`config.mk`:
```
export PLATFORM = sky130hd
export DESIGN_NAME = imm_ctrl
export DESIGN_NICKNAME = d
export VERILOG_FILES = /design/src/sv/imm_pkg.sv /design/src/sv/imm_ctrl.sv
export SDC_FILE = /design/constraint.sdc
export NUM_CORES = 1
export LEC_CHECK = 0
export ABC_AREA = 1
export ABC_CLOCK_PERIOD_IN_PS = 2300
export BUFFER_PORTS_ARGS = -buffer_cell sky130_fd_sc_hd__buf_2
export CAP_MARGIN = 20
export CORE_ASPECT_RATIO = 1.1
export CORE_MARGIN = 2
export CORE_UTILIZATION = 54
export CTS_BUF_LIST = sky130_fd_sc_hd__clkbuf_4
export DETAILED_ROUTE_END_ITERATION = 8
export GPL_TIMING_DRIVEN = 0
export PLACE_DENSITY = 0.81
export SLEW_MARGIN = 20
export SYNTH_ARGS = -nofsm -noshare
export SYNTH_HDL_FRONTEND = slang
export SYNTH_SLANG_ARGS = --single-unit
export TNS_END_PERCENT = 20
```
`constraint.sdc`:
```
create_clock -name clk -period 2.3 [get_ports clk]
set_input_delay 0.345 -clock clk [delete_from_list [all_inputs] [get_ports clk]]
set_output_delay 0.345 -clock clk [all_outputs]
set_load 0.02 [all_outputs]
```
`src/sv/imm_pkg.sv`:
```
`timescale 1ns / 1ps
`default_nettype none
package imm_pkg;

	localparam int MODE_W = 2;
	localparam int IDX_W = 3;
	localparam int DIM_W = 4;
	localparam int CFG_IDX_W = 2;

	localparam logic [MODE_W-1:0] MODE_LOAD_FIRST = 2'd0;
	localparam logic [MODE_W-1:0] MODE_LOAD_SECOND = 2'd1;
	localparam logic [MODE_W-1:0] MODE_MULTIPLY = 2'd2;

	localparam logic [CFG_IDX_W-1:0] CFG_FIRST_ROWS = 2'd0;
	localparam logic [CFG_IDX_W-1:0] CFG_FIRST_COLS = 2'd1;
	localparam logic [CFG_IDX_W-1:0] CFG_SECOND_ROWS = 2'd2;
	localparam logic [CFG_IDX_W-1:0] CFG_SECOND_COLS = 2'd3;

	typedef enum logic [1:0] {
		ST_IDLE,
		ST_ISSUE,
		ST_DRAIN
	} state_t;

	typedef struct packed {
		logic [DIM_W-1:0] first_rows;
		logic [DIM_W-1:0] first_cols;
		logic [DIM_W-1:0] second_rows;
		logic [DIM_W-1:0] second_cols;
	} dims_t;

	typedef struct packed {
		logic first;
		logic second;
	} wr_en_t;

	typedef struct packed {
		logic vld;
		logic first;
	} mac_ctl_t;

	typedef struct packed {
		logic             push;
		logic [IDX_W-1:0] row;
		logic [IDX_W-1:0] col;
		logic             swapped;
		logic             error;
		logic             last;
	} out_push_t;

endpackage
`default_nettype wire

```
`src/sv/imm_ctrl.sv`:
```
`timescale 1ns / 1ps
`default_nettype none
module imm_ctrl #(
	parameter int MAX_DIM = 8,
	parameter int ADDR_W = 6
) (
	input  wire logic                         clk,
	input  wire logic                         arst_n,
	input  wire logic                         s_tvalid,
	output logic                              s_tready,
	input  wire logic [imm_pkg::MODE_W-1:0]   mode,
	input  wire logic [imm_pkg::IDX_W-1:0]    row,
	input  wire logic [imm_pkg::IDX_W-1:0]    col,
	input  wire imm_pkg::dims_t               dims,
	input  wire logic                         slot_free,
	input  wire logic                         mac_busy,
	output imm_pkg::wr_en_t                   wr_en,
	output logic      [ADDR_W-1:0]            wr_addr,
	output logic      [ADDR_W-1:0]            rd_addr_first,
	output logic      [ADDR_W-1:0]            rd_addr_second,
	output imm_pkg::mac_ctl_t                 mac_ctl,
	output imm_pkg::out_push_t                out_push
);
	import imm_pkg::*;

	function automatic logic [DIM_W-1:0] clamp_dim(input logic [DIM_W-1:0] d);
		logic [DIM_W-1:0] res;
		res = d;
		if (d == '0) begin
			res = DIM_W'(1);
		end else if (d > DIM_W'(MAX_DIM)) begin
			res = DIM_W'(MAX_DIM);
		end
		return res;
	endfunction

	state_t           state_q, state_d;
	logic [IDX_W-1:0] i_q, i_d, j_q, j_d, r_q, r_d;
	logic [DIM_W-1:0] rows_q, rows_d, cols_q, cols_d, inner_q, inner_d;
	logic             swap_q, swap_d, err_q, err_d;
	logic [DIM_W-1:0] fr, fc, sr, sc;
	logic             accept, in_range, last_elem;
	logic [ADDR_W-1:0] left_addr, right_addr;

	assign fr = clamp_dim(dims.first_rows);
	assign fc = clamp_dim(dims.first_cols);
	assign sr = clamp_dim(dims.second_rows);
	assign sc = clamp_dim(dims.second_cols);

	assign s_tready = (state_q == ST_IDLE);
	assign accept = s_tvalid & s_tready;
	assign in_range = ({1'b0, row} < DIM_W'(MAX_DIM)) && ({1'b0, col} < DIM_W'(MAX_DIM));

	assign wr_addr = ADDR_W'(row * MAX_DIM + col);
	assign wr_en.first = accept && in_range && (mode == MODE_LOAD_FIRST);
	assign wr_en.second = accept && in_range && (mode == MODE_LOAD_SECOND);

	assign left_addr = ADDR_W'(i_q * MAX_DIM + r_q);
	assign right_addr = ADDR_W'(r_q * MAX_DIM + j_q);
	assign rd_addr_first = swap_q ? right_addr : left_addr;
	assign rd_addr_second = swap_q ? left_addr : right_addr;

	assign last_elem = err_q || (({1'b0, i_q} + DIM_W'(1) == rows_q) &&
		({1'b0, j_q} + DIM_W'(1) == cols_q));

	always_ff @(posedge clk or negedge arst_n) begin
		if (!arst_n) begin
			state_q <= ST_IDLE;
			i_q <= '0;
			j_q <= '0;
			r_q <= '0;
			rows_q <= DIM_W'(1);
			cols_q <= DIM_W'(1);
			inner_q <= DIM_W'(1);
			swap_q <= 1'b0;
			err_q <= 1'b0;
		end else begin
			state_q <= state_d;
			i_q <= i_d;
			j_q <= j_d;
			r_q <= r_d;
			rows_q <= rows_d;
			cols_q <= cols_d;
			inner_q <= inner_d;
			swap_q <= swap_d;
			err_q <= err_d;
		end
	end

	always_comb begin
		state_d = state_q;
		i_d = i_q;
		j_d = j_q;
		r_d = r_q;
		rows_d = rows_q;
		cols_d = cols_q;
		inner_d = inner_q;
		swap_d = swap_q;
		err_d = err_q;
		mac_ctl = '0;
		out_push = '0;
		case (state_q)
			ST_IDLE: begin
				if (accept && mode == MODE_MULTIPLY) begin
					i_d = '0;
					j_d = '0;
					r_d = '0;
					err_d = 1'b0;
					state_d = ST_ISSUE;
					if (fc == sr) begin
						rows_d = fr;
						cols_d = sc;
						inner_d = fc;
						swap_d = 1'b0;
					end else if (fr == sc) begin
						rows_d = sr;
						cols_d = fc;
						inner_d = sc;
						swap_d = 1'b1;
					end else begin
						swap_d = 1'b0;
						err_d = 1'b1;
						state_d = ST_DRAIN;
					end
				end
			end
			ST_ISSUE: begin
				mac_ctl.vld = 1'b1;
				mac_ctl.first = (r_q == '0);
				if ({1'b0, r_q} + DIM_W'(1) == inner_q) begin
					r_d = '0;
					state_d = ST_DRAIN;
				end else begin
					r_d = r_q + IDX_W'(1);
				end
			end
			ST_DRAIN: begin
				if (!mac_busy && slot_free) begin
					out_push.push = 1'b1;
					out_push.row = err_q ? '0 : i_q;
					out_push.col = err_q ? '0 : j_q;
					out_push.swapped = swap_q & ~err_q;
					out_push.error = err_q;
					out_push.last = last_elem;
					if (last_elem) begin
						err_d = 1'b0;
						state_d = ST_IDLE;
					end else begin
						state_d = ST_ISSUE;
						if ({1'b0, j_q} + DIM_W'(1) == cols_q) begin
							j_d = '0;
							i_d = i_q + IDX_W'(1);
						end else begin
							j_d = j_q + IDX_W'(1);
						end
					end
				end
			end
			default: begin
				state_d = ST_IDLE;
			end
		endcase
	end

	a_inner_range: assert property (@(posedge clk) disable iff (!arst_n)
		state_q == ST_ISSUE |-> {1'b0, r_q} < inner_q)
		else $error("inner index past operand width");

	a_elem_range: assert property (@(posedge clk) disable iff (!arst_n)
		(state_q != ST_IDLE && !err_q) |-> ({1'b0, i_q} < rows_q && {1'b0, j_q} < cols_q))
		else $error("result index outside product");

	a_err_no_issue: assert property (@(posedge clk) disable iff (!arst_n)
		err_q |-> state_q != ST_ISSUE)
		else $error("dimension error run reads operands");

	a_last_idle: assert property (@(posedge clk) disable iff (!arst_n)
		(out_push.push && out_push.last) |=> state_q == ST_IDLE)
		else $error("run continues after last result");

endmodule
`default_nettype wire

```
==> summary.md, run 1 <==
| Metric | Value |
|---|---|
| Clock Latency Late Sink | `roughly 0.32 ns` |
| Crit path kind | `register to output port` |
| Final wirelength | `4.69 mm` |
| Crit-path max cell delay | `0.45 ns` |
| Ratio of cells with drive above 1 in the final layout | `27.7%` |
| Worst vdd ir | `approximately 0.00032 V` |
| Synth cell types | `31` |
| Crit path capture type | `output port` |
| Sequential element share of the synthesized area | `between 30% and 40%` |
| Min cycle time layout | `between 2 and 2.5 ns` |
| Synth Net Count | `~360` |
| Fin nets | `about 430` |
| Most common cell after layout, fill and taps aside | `nand2_1` |
| Final global-route overflow total | `0` |
| TritonCTS clock tree | `built` |
| CP Max Fanout | `3` |
| ANT nets after route | `0` |
| Worst path slowest cell | `dfrtp_1` |
| Clock sink count | `25` |
| DPL Wire Length | `3.76 mm` |
| P per Cell Area | `about 940 mW/mm2` |
| RSZ-0062 raised after global routing | `yes` |
| Core Rows | `23` |
| Most frequent CP cell | `nand2_2` |
| Total track usage | `23.0%` |
| GPL Wtd Cong | `about 0.9` |
| Drt pass-1 iters | `4` |
| Req. time, crit path | `1.96 ns` |
| # DRC | `0` |
| Post-DP Area | `0.00242 mm2` |
| Initial core utilization | `56.9%` |
| Final Cell Area | `0.00254 mm2` |
| N_diodes | `0` |
| Clock skew | `slightly above 0.01 ns` |
| Multi-input gate area | `~0.0012 mm2` |
| Share of Yosys cell area claimed by the top area cell type | `26.5%` |
| Initial antenna violation count | `0` |
| First-pass GRT wire length | `8.31 mm` |
| Die ar. | `~0.0044 mm2` |
| # fillers | `roughly 350` |
| TritonCTS Buffers | `3` |
| Routed len/inst | `roughly 10 um` |
| Register area | `between 600 and 700 um2` |
| Period utilization | `just under 100%` |
| Max Freq | `448 MHz` |
| Setup TNS after final layout | `0 ns` |
| Leakage power | `0.00146 uW` |
| H-tree Lvls | `1` |
| Crit-path leading delay family | `simple AND/OR/NAND/NOR gates` |
| Yosys reg bits | `25` |
| Area grow syn2layout | `22.2%` |
| Syn_area_per_cell | `around 6.3 um2` |
| WP data arrival | `1.89 ns` |
| Area contributors post-synth | `dfrtp_1 (26%), nand2_1 (21%), inv_1 (8.3%), o21ai_0 (6.3%), nand3_1 (3.9%)` |
| Cell taking the most area after synthesis | `dfrtp_1` |
| Critical path launch point type | `register` |
| Clock buffer depth | `2` |
| Final setup fails | `0` |
| Hold Slack | `~0.40 ns` |
| Synthesized area | `0.00208 mm2` |
| Final Hold Viols | `0` |
| Ports | `slightly above 60` |
| Slew Viols, Final | `0` |
| Core area | `roughly 0.0037 mm2` |
| Die H | `69.1 um` |
| IO buf count | `55` |
| Detailed-route via count | `~2.2k` |
| Number of max-cap violations | `0` |
| Buf+Inv Stages, Crit Path | `2` |
| Vias per inst | `a little under 5` |
| DRT iter0 DRCs | `slightly below 70` |
| Outcome | `complete, no violations` |
| Worst Max-Slew Pin Slew | `approximately 0.54 ns` |
| HP Class | `primary input to register` |
| Slew HR | `between 60% and 70%` |
| Worst path cell trace | `ha_4 > inv_2 > nand2_2 > nand2_1 > nor2_1 > nand3_1 > nor2_2 > nand2_2 > a21oi_2 > buf_6` |
| Number of global-route vias before repair | `roughly 2k` |
| Clock-pin slew on the worst setup and hold paths | `approximately 0.14 ns` |
| Die extent in x | `approximately 63 um` |
| CTS root buffer | `clkbuf_4` |
| Syn Inst Count | `330` |
| Pin count of the biggest net entering global routing | `26` |
| YS warnings | `0` |
| Most frequent cells in the layout | `nand2_1 (117), buf_2 (55), inv_1 (45)` |
| Final Power | `around 2400 uW` |
[cell type report]
class                      instances  area share [%]
sequential                        25            24.8
buffer                            15            3.84
clock inverter                     1           0.197
timing repair buffer              63            13.5
multi-input combinational        235            46.0
tap                               50            2.46
clock buffer                       3           0.887
inverter                          55            8.23
[report_power, final]
part | internal (uW) | leakage [uW] | switching (uW)
logic | 550 | 0.00112 | 896
clock network | 65.0 | 0.0000177 | 127
registers | 610 | 0.000322 | 148
total | 1230 | 0.00146 | 1170
[per-stage QoR]
| step | utilization [%] | std cells | setup WS [ns] |
|---|---|---|---|
| 6_report | 69.5 | 447 | 0.0668 |
| 3_3_place_gp | 66.1 | 435 | 0.220 |
| 2_1_floorplan | - | 330 | 0.371 |
| 5_1_grt | 69.5 | 447 | -0.0637 |
| 3_5_place_dp | 66.1 | 435 | 0.206 |
| 4_1_cts | 68.7 | 445 | 0.0211 |
[worst register-to-register path: cells and delay by family, from the launching register on]
family	cells	cell delay (ns)
DFF	1	0.45
buffers and inverters	3	0.26
and+or+nand+nor	9	0.78
adders and majority gates	1	0.30
[synth_stat cells, drive strengths merged]
cell type  count
o21bai         1
o21ai         32
o22ai          2
nor2          24
dfstp          3
nand3         17
buf           11
a21boi         1
a21oi          3
nand2        124
nor3          10
xor2           7
nand4          6
xnor2          4
ha             4
clkbuf         4
inv           55
dfrtp         22
[per-layer routing]
| layer | part of all wire (%) | track usage (%) | vias up |
|---|---|---|---|
| li1 | - | - | 1148 |
| met1 | 43 | 27.4 | 945 |
| met2 | 50 | 41.6 | 63 |
| met3 | 4.3 | 2.12 | 12 |
| met4 | 2.6 | 9.88 | 0 |
| met5 | 0 | 0 | - |
[state kept, by name (all words and copies together) (netlist names)]
register,count
r_q,3
j_q,3
cols_q,4
state_q,2
rows_q,4
inner_q,4
i_q,3
swap_q,1
err_q,1
[timing repair]
item	in CTS	in global routing
endpoints found under the setup margin	1	1
resized for setup	4	6
cloned	0	0
setup buffers	5	2
pin swaps	1	6
hold buffers	1	0
hold endpoints to repair	11	0
[worst paths after layout]
kind                       cells past startpoint                   from                endpoint  slack, ns
setup / recovery                              10     j_q[0]$_DFFE_PN0P_             out_push[0]       0.07
hold / removal                                 5                dims[3]  inner_q[3]$_DFFE_PN0P_       0.40
setup reg to reg                              13     j_q[0]$_DFFE_PN0P_      i_q[2]$_DFFE_PN0P_       0.43
hold reg to reg                                2  rows_q[0]$_DFFE_PN1P_   rows_q[0]$_DFFE_PN1P_       0.49
max in group asynchronous                      2                 arst_n      i_q[0]$_DFFE_PN0P_       1.39
min in group asynchronous                      2                 arst_n   cols_q[3]$_DFFE_PN0P_       0.52
[cells by family after synthesis]
group	share of synthesized area (%)
flops	30.3
fa+ha+maj	2.41
compound gates	9.75
xor+xnor	4.64
buf+inv	14.8
simple gates	38.2
Power figures use the tool's default switching activity.
==> inputs of run 2 (changes only) <==
--- a/config.mk
+++ b/config.mk
@@ -9,7 +9,7 @@
 export ABC_CLOCK_PERIOD_IN_PS = 2300
 export BUFFER_PORTS_ARGS = -buffer_cell sky130_fd_sc_hd__buf_2
 export CAP_MARGIN = 20
-export CORE_ASPECT_RATIO = 1.1
+export CORE_ASPECT_RATIO = 0.7
 export CORE_MARGIN = 2
 export CORE_UTILIZATION = 54
 export CTS_BUF_LIST = sky130_fd_sc_hd__clkbuf_4
==> summary.md, run 2 (synthesis gave the netlist of run 1 again) <==
| Metric | Value |
|---|---|
| Outcome | `complete, no violations (unchanged)` |
| Critical path launch point type | `register (unchanged)` |
| H-tree Lvls | `1 (unchanged)` |
| Met3 wire len | `553 um (was 203 um)` |
| IO buf count | `55 (unchanged)` |
| Ports | `62 (unchanged)` |
| Clock buffer depth | `2 (unchanged)` |
| Final global-route overflow total | `0 (unchanged)` |
| DPL Wire Length | `4.54 mm (was 3.76 mm)` |
| Die extent in x | `78.2 um (was 63.2 um)` |
| Slew HR | `62.2% (was 64.2%)` |
| Core area | `0.00360 mm2 (was 0.00365 mm2)` |
| Core Rows | `18 (was 23)` |
| Uppermost routed layer | `met4 (unchanged)` |
| Drt pass-1 iters | `4 (unchanged)` |
| Worst path cell trace | `ha_4 > inv_2 > nand2_1 > nand2_1 > nor2_1 > nand3_1 > nor2_2 > nand2_2 > a21oi_2 > buf_4 (was ha_4 > inv_2 > nand2_2 > nand2_1 > nor2_1 > nand3_1 > nor2_2 > nand2_2 > a21oi_2 > buf_6)` |
| Number of max-cap violations | `0 (unchanged)` |
| Worst Setup SP | `j_q[1]$_DFFE_PN0P_ (was j_q[0]$_DFFE_PN0P_)` |
| Switch Pwr | `1240 uW (was 1170 uW)` |
| Req. time, crit path | `1.96 ns (about the same)` |
| Setup TNS after final layout | `0 ns (unchanged)` |
| Area grow syn2layout | `21.6% (was 22.2%)` |
| RSZ-0062 raised after global routing | `yes (unchanged)` |
| Worst path slowest cell | `dfrtp_1 (unchanged)` |
| HP Class | `primary input to register (unchanged)` |
| RR Startpoint | `j_q[1]$_DFFE_PN0P_ (was j_q[0]$_DFFE_PN0P_)` |
| Clock sink count | `25 (unchanged)` |
| Flop2flop setup slack | `0.42 ns (was 0.43 ns)` |
| Reg2reg end | `i_q[1]$_DFFE_PN0P_ (was i_q[2]$_DFFE_PN0P_)` |
| Sw Share | `50.5% (was 48.9%)` |
| Sequential power share | `31.0% (was 31.6%)` |
| GPL Wtd Cong | `0.934 (was 0.891)` |
| Die ar. | `0.00437 mm2 (was 0.00436 mm2)` |
| FF-to-FF path depth | `13 (unchanged)` |
| Worst vdd ir | `0.000674 V (was 0.000322 V)` |
| Most frequent CP cell | `nand2_1 (was nand2_2)` |
| Met2 routed WL | `2.69 mm (was 2.34 mm)` |
| Initial antenna violation count | `0 (unchanged)` |
| ANT nets after route | `0 (unchanged)` |
| Crit-path leading delay family | `simple AND/OR/NAND/NOR gates (unchanged)` |
| Utilization after layout | `70.1% (was 69.5%)` |
| CP Max Fanout | `3 (unchanged)` |
| Routed len/inst | `12.9 um (was 10.5 um)` |
| First-pass GRT wire length | `9.45 mm (was 8.31 mm)` |
| Combinational fraction of design power | `60.7% (was 60.4%)` |
| Clock skew | `0.0125 ns (was 0.0101 ns)` |
| Worst setup path endpoint | `out_push[0] (unchanged)` |
| Number of global-route vias before repair | `2132 (was 2021)` |
| Ratio of cells with drive above 1 in the final layout | `27.3% (was 27.7%)` |
| Leakage power | `0.00145 uW (was 0.00146 uW)` |
| Most frequent cells in the layout | `nand2_1 (118), buf_2 (55), inv_1 (45) (was nand2_1 (117), buf_2 (55), inv_1 (45))` |
| Met1 wire length | `2.49 mm (was 2.03 mm)` |
| Crit path kind | `register to output port (unchanged)` |
| Initial core utilization | `57.7% (was 56.9%)` |
| WHS Path Cells | `5 (unchanged)` |
| WP data arrival | `1.89 ns (about the same)` |
| Clock Latency Late Sink | `0.33 ns (was 0.32 ns)` |
| Min cycle time layout | `2.24 ns (was 2.23 ns)` |
| Die H | `55.9 um (was 69.1 um)` |
| TritonCTS clock tree | `built (unchanged)` |
| Fin nets | `430 (was 431)` |
| Max Freq | `447 MHz (was 448 MHz)` |
| Clock share of power | `8.4% (was 8.0%)` |
| # DRC | `0 (unchanged)` |
| Final Power | `2450 uW (was 2400 uW)` |
| Most common cell after layout, fill and taps aside | `nand2_1 (unchanged)` |
| Vias per inst | `5.13 (was 4.85)` |
| Worst Max-Slew Pin Slew | `0.567 ns (was 0.538 ns)` |
| Clock-pin slew on the worst setup and hold paths | `0.15 ns (was 0.14 ns)` |
| Total track usage | `27.2% (was 23.0%)` |
| Crit path capture type | `output port (unchanged)` |
| Internal | `1210 uW (was 1230 uW)` |
| CTS root buffer | `clkbuf_4 (unchanged)` |
| Final setup fails | `0 (unchanged)` |
| Slew Viols, Final | `0 (unchanged)` |
| P per Cell Area | `969 mW/mm2 (was 944 mW/mm2)` |
| Final wirelength | `5.75 mm (was 4.69 mm)` |
| Top Registers | `cols_q: 4 flops, inner_q: 4 flops, rows_q: 4 flops (unchanged)` |
| Detailed-route via count | `2290 (was 2168)` |
| TritonCTS Buffers | `3 (unchanged)` |
| Buf+Inv Stages, Crit Path | `2 (unchanged)` |
| Period utilization | `97.3% (was 97.1%)` |
| Crit-path max cell delay | `0.45 ns (about the same)` |
| Final Hold Viols | `0 (unchanged)` |
| Pin count of the biggest net entering global routing | `26 (unchanged)` |
| N_diodes | `0 (unchanged)` |
| DRT iter0 DRCs | `144 (was 69)` |
| Critical Path Stages | `10 (unchanged)` |
-- run 2: changes by cell type in the layout (fill, tap and decap cells not counted), sizes merged --
| cell | delta |
|---|---|
| buf | -1 |
-- run 2: area by class of cell --
cell class	count	area (um2)
Fill cell	338	1080
Multi-Input combinational cell	235	1170
Tap cell	50	62.6
Clock inverter	1	5.00
Sequential cell	25	631
Clock buffer	3	22.5
Inverter	55	209
Buffer	15	97.6
Timing Repair Buffer	62	333
-- run 2: worst min path at each step --
stage                     startpoint                endpoint  slack [ns]
after floorplan               arst_n   cols_q[1]$_DFFE_PN0P_        0.05
after global placement        arst_n   cols_q[1]$_DFFE_PN0P_        0.37
final                        dims[7]   rows_q[3]$_DFFE_PN0P_        0.39
after detailed placement      arst_n   cols_q[1]$_DFFE_PN0P_        0.37
after CTS                    dims[3]  inner_q[3]$_DFFE_PN0P_        0.38
after global routing         dims[7]   rows_q[3]$_DFFE_PN0P_        0.41
-- run 2: power groups by stage --
stage | Combinational (uW) | Clock (uW) | Sequential, uW
floorplan | 995 | 0 | 730
global placement | 1290 | 0 | 765
detailed placement | 1340 | 0 | 775
CTS | 1430 | 212 | 756
global route | 1650 | 227 | 777
finish | 1480 | 204 | 758
-- run 2: repair_timing --
item                                   4_1_cts  5_1_grt
pin swaps                                    1        3
hold buffers                                 1        0
buffers inserted                             4        2
gates resized for setup                      3        5
endpoints found under the hold margin       12        0
setup endpoints to repair                    1        8
-- run 2: worst reg2reg max path: cells and delay by family (launching register included) --
| kind | cells | cell delay, ns |
|---|---|---|
| fa+ha+maj | 1 | 0.30 |
| buf+inv | 3 | 0.26 |
| flops | 1 | 0.45 |
| simple gates | 9 | 0.77 |
-- run 2: per-layer routing --
layer | up-vias | GRT usage (%)
met5 | - | 0
met4 | 0 | 2.51
met3 | 4 | 6.49
met2 | 86 | 46.7
met1 | 1047 | 36.4
li1 | 1153 | -
-- run 2: stage by stage --
stage               cell area, um2  hold WS, ns  std cells  setup slack, ns
global placement              2420        0.366        435            0.299
CTS                           2500        0.383        444          0.00139
detailed placement            2420        0.373        435            0.236
floorplan                     2080       0.0494        330            0.371
global route                  2530        0.407        446          -0.0993
finish                        2530        0.391        446           0.0629
==> inputs of run 3 (changes only) <==
--- a/config.mk
+++ b/config.mk
@@ -6,7 +6,7 @@
 export NUM_CORES = 1
 export LEC_CHECK = 0
 export ABC_AREA = 1
-export ABC_CLOCK_PERIOD_IN_PS = 2300
+export ABC_CLOCK_PERIOD_IN_PS = 2500
 export BUFFER_PORTS_ARGS = -buffer_cell sky130_fd_sc_hd__buf_2
 export CAP_MARGIN = 20
 export CORE_ASPECT_RATIO = 0.7
==> constraint.sdc (replaced) <==
create_clock -name clk -period 2.5 [get_ports clk]
set_input_delay 0.375 -clock clk [delete_from_list [all_inputs] [get_ports clk]]
set_output_delay 0.375 -clock clk [all_outputs]
set_load 0.02 [all_outputs]
==> summary.md, run 3 (synthesis gave the netlist of run 1 again) <==
| Metric | Value |
|---|---|
| WP data arrival | `1.99 ns (was 1.89 ns)` |
| DPL Wire Length | `4.54 mm (unchanged)` |
| Min cycle time layout | `between 2 and 2.5 ns` |
| Setup slack at placement | `0.406 ns (was 0.236 ns)` |
| HP Class | `primary input to async pin (was primary input to register)` |
| Hold Slack | `0.00464 ns (was 0.391 ns)` |
| Detailed-route via count | `2281 (was 2290)` |
| TritonCTS Buffers | `3 (unchanged)` |
| Die ar. | `0.00437 mm2 (unchanged)` |
| Hold_buf cts | `0 (was 1)` |
| RSZ-0062 raised after global routing | `no (was yes)` |
| Worst vdd ir | `0.000613 V (was 0.000674 V)` |
| Initial core utilization | `57.7% (unchanged)` |
| Ratio of cells with drive above 1 in the final layout | `27.3% (about the same)` |
| Final wirelength | `5.76 mm (was 5.75 mm)` |
| Max Freq | `~420 MHz` |
| Outcome | `complete, no violations (unchanged)` |
| Initial antenna violation count | `0 (unchanged)` |
| Area grow syn2layout | `20.5% (was 21.6%)` |
| GPL Wtd Cong | `0.934 (unchanged)` |
| TritonCTS clock tree | `built (unchanged)` |
| Number of max-cap violations | `0 (unchanged)` |
| CTS root buffer | `clkbuf_4 (unchanged)` |
| P per Cell Area | `896 mW/mm2 (was 969 mW/mm2)` |
| Fin nets | `426 (was 430)` |
| H-tree Lvls | `1 (unchanged)` |
| Clock buffer depth | `2 (unchanged)` |
| Clock Latency Late Sink | `0.33 ns (about the same)` |
| DRT iter0 DRCs | `129 (was 144)` |
| Period utilization | `between 90% and 100%` |
| Die extent in x | `78.2 um (unchanged)` |
| Clock sink count | `25 (unchanged)` |
| Post-DP Area | `0.00242 mm2 (unchanged)` |
| Final Hold Viols | `0 (unchanged)` |
| Most frequent cells in the layout | `nand2_1 (118), buf_2 (55), inv_1 (46) (was nand2_1 (118), buf_2 (55), inv_1 (45))` |
| Met3 wire len | `540 um (was 553 um)` |
| Setup TNS after final layout | `0 ns (unchanged)` |
| Final Cell Area | `0.00250 mm2 (was 0.00253 mm2)` |
| # DRC | `0 (unchanged)` |
| ANT nets after route | `0 (unchanged)` |
| Worst Max-Slew Pin Slew | `0.567 ns (about the same)` |
| # fillers | `348 (was 338)` |
| Crit path capture type | `output port (unchanged)` |
| Clock-pin slew on the worst setup and hold paths | `0.15 ns (about the same)` |
| Vias per inst | `5.16 (was 5.13)` |
| First-pass GRT wire length | `9.29 mm (was 9.45 mm)` |
| Req. time, crit path | `2.12 ns (was 1.96 ns)` |
| Routed len/inst | `13.0 um (was 12.9 um)` |
| Crit path kind | `register to output port (unchanged)` |
| Final global-route overflow total | `0 (unchanged)` |
| Clock skew | `0.0118 ns (was 0.0125 ns)` |
| Core area | `0.00360 mm2 (unchanged)` |
| Pin count of the biggest net entering global routing | `26 (unchanged)` |
| Ports | `62 (unchanged)` |
| Final setup fails | `0 (unchanged)` |
| Slew HR | `62.2% (about the same)` |
| Drt pass-1 iters | `5 (was 4)` |
| CP Max Fanout | `5 (was 3)` |
| Number of global-route vias before repair | `2114 (was 2132)` |
| Uppermost routed layer | `met4 (unchanged)` |
| Met1 wire length | `2.51 mm (was 2.49 mm)` |
| Setup ws final | `0.135 ns (was 0.0629 ns)` |
| Met2 routed WL | `2.70 mm (was 2.69 mm)` |
| Total track usage | `26.7% (was 27.2%)` |
| Most common cell after layout, fill and taps aside | `nand2_1 (unchanged)` |
| Slew Viols, Final | `0 (unchanged)` |
| N_diodes | `0 (unchanged)` |
| IO buf count | `55 (unchanged)` |
| Top Registers | `cols_q: 4 flops, inner_q: 4 flops, rows_q: 4 flops (unchanged)` |
| Core Rows | `18 (unchanged)` |
| Die H | `55.9 um (unchanged)` |
| Critical path launch point type | `register (unchanged)` |
| Leakage power | `0.00143 uW (was 0.00145 uW)` |
[run 3: changes by cell type in the layout (fill, tap and decap cells not counted), sizes merged]
cell	change
buf	-3
dlygate4sd3	-1
[run 3: power by group]
group,internal [uW],leakage [uW],total [uW],switching (uW)
Sequential,564,0.000319,715,151
Clock,60.1,0.0000177,189,129
Combinational,473,0.00109,1340,867
Total,1100,0.00143,2240,1150
[run 3: worst paths after layout]
check / startpoint / to / slack [ns] / depth (start not counted)
max: j_q[0]$_DFFE_PN0P_ / out_push[0] / 0.13 / 10
min: arst_n / cols_q[1]$_DFFE_PN0P_ / 0.005 / 1
max reg2reg: j_q[0]$_DFFE_PN0P_ / i_q[1]$_DFFE_PN0P_ / 0.63 / 12
min reg2reg: rows_q[0]$_DFFE_PN1P_ / rows_q[0]$_DFFE_PN1P_ / 0.48 / 2
max in group asynchronous: arst_n / j_q[0]$_DFFE_PN0P_ / 2.09 / 1
min in group clk: dims[7] / rows_q[3]$_DFFE_PN0P_ / 0.42 / 5
[run 3: final cells by class]
class                      instances  area (um2)  share of cell area [%]
multi-input combinational        235        1170                    46.9
tap                               50        62.6                    2.50
clock inverter                     1        5.00                   0.200
inverter                          55         209                    8.34
buffer                            15        97.6                    3.90
sequential                        25         633                    25.3
timing repair buffer              58         300                    12.0
clock buffer                       3        22.5                   0.899
[run 3: stage by stage]
step / power [uW] / util (%) / std cells
after floorplan: 1590 / - / 330
after global placement: 1890 / 67.0 / 435
after detailed placement: 1940 / 67.0 / 435
after CTS: 2140 / 67.8 / 439
after global routing: 2430 / 69.5 / 442
final: 2240 / 69.5 / 442
[run 3: routing by layer]
metal,vias up,global-route usage [%]
met2,93,45.1
met5,-,0
met4,0,3.01
met1,1039,36.0
met3,2,6.49
li1,1147,-
[run 3: timing repair]
item | CTS | global route
gates resized for setup | 0 | 11
endpoints found under the setup margin | 0 | 1
buffers inserted | 0 | 3
[run 3: worst max-delay path, stage by stage (launching register included)]
cell	delay, ns
dfrtp_2	0.48
ha_4	0.28
inv_1	0.04
nand2_1	0.05
nand2_1	0.06
nor2_2	0.12
nand3_2	0.10
nor2_4	0.15
nand2_2	0.07
a21oi_1	0.14
buf_4	0.16
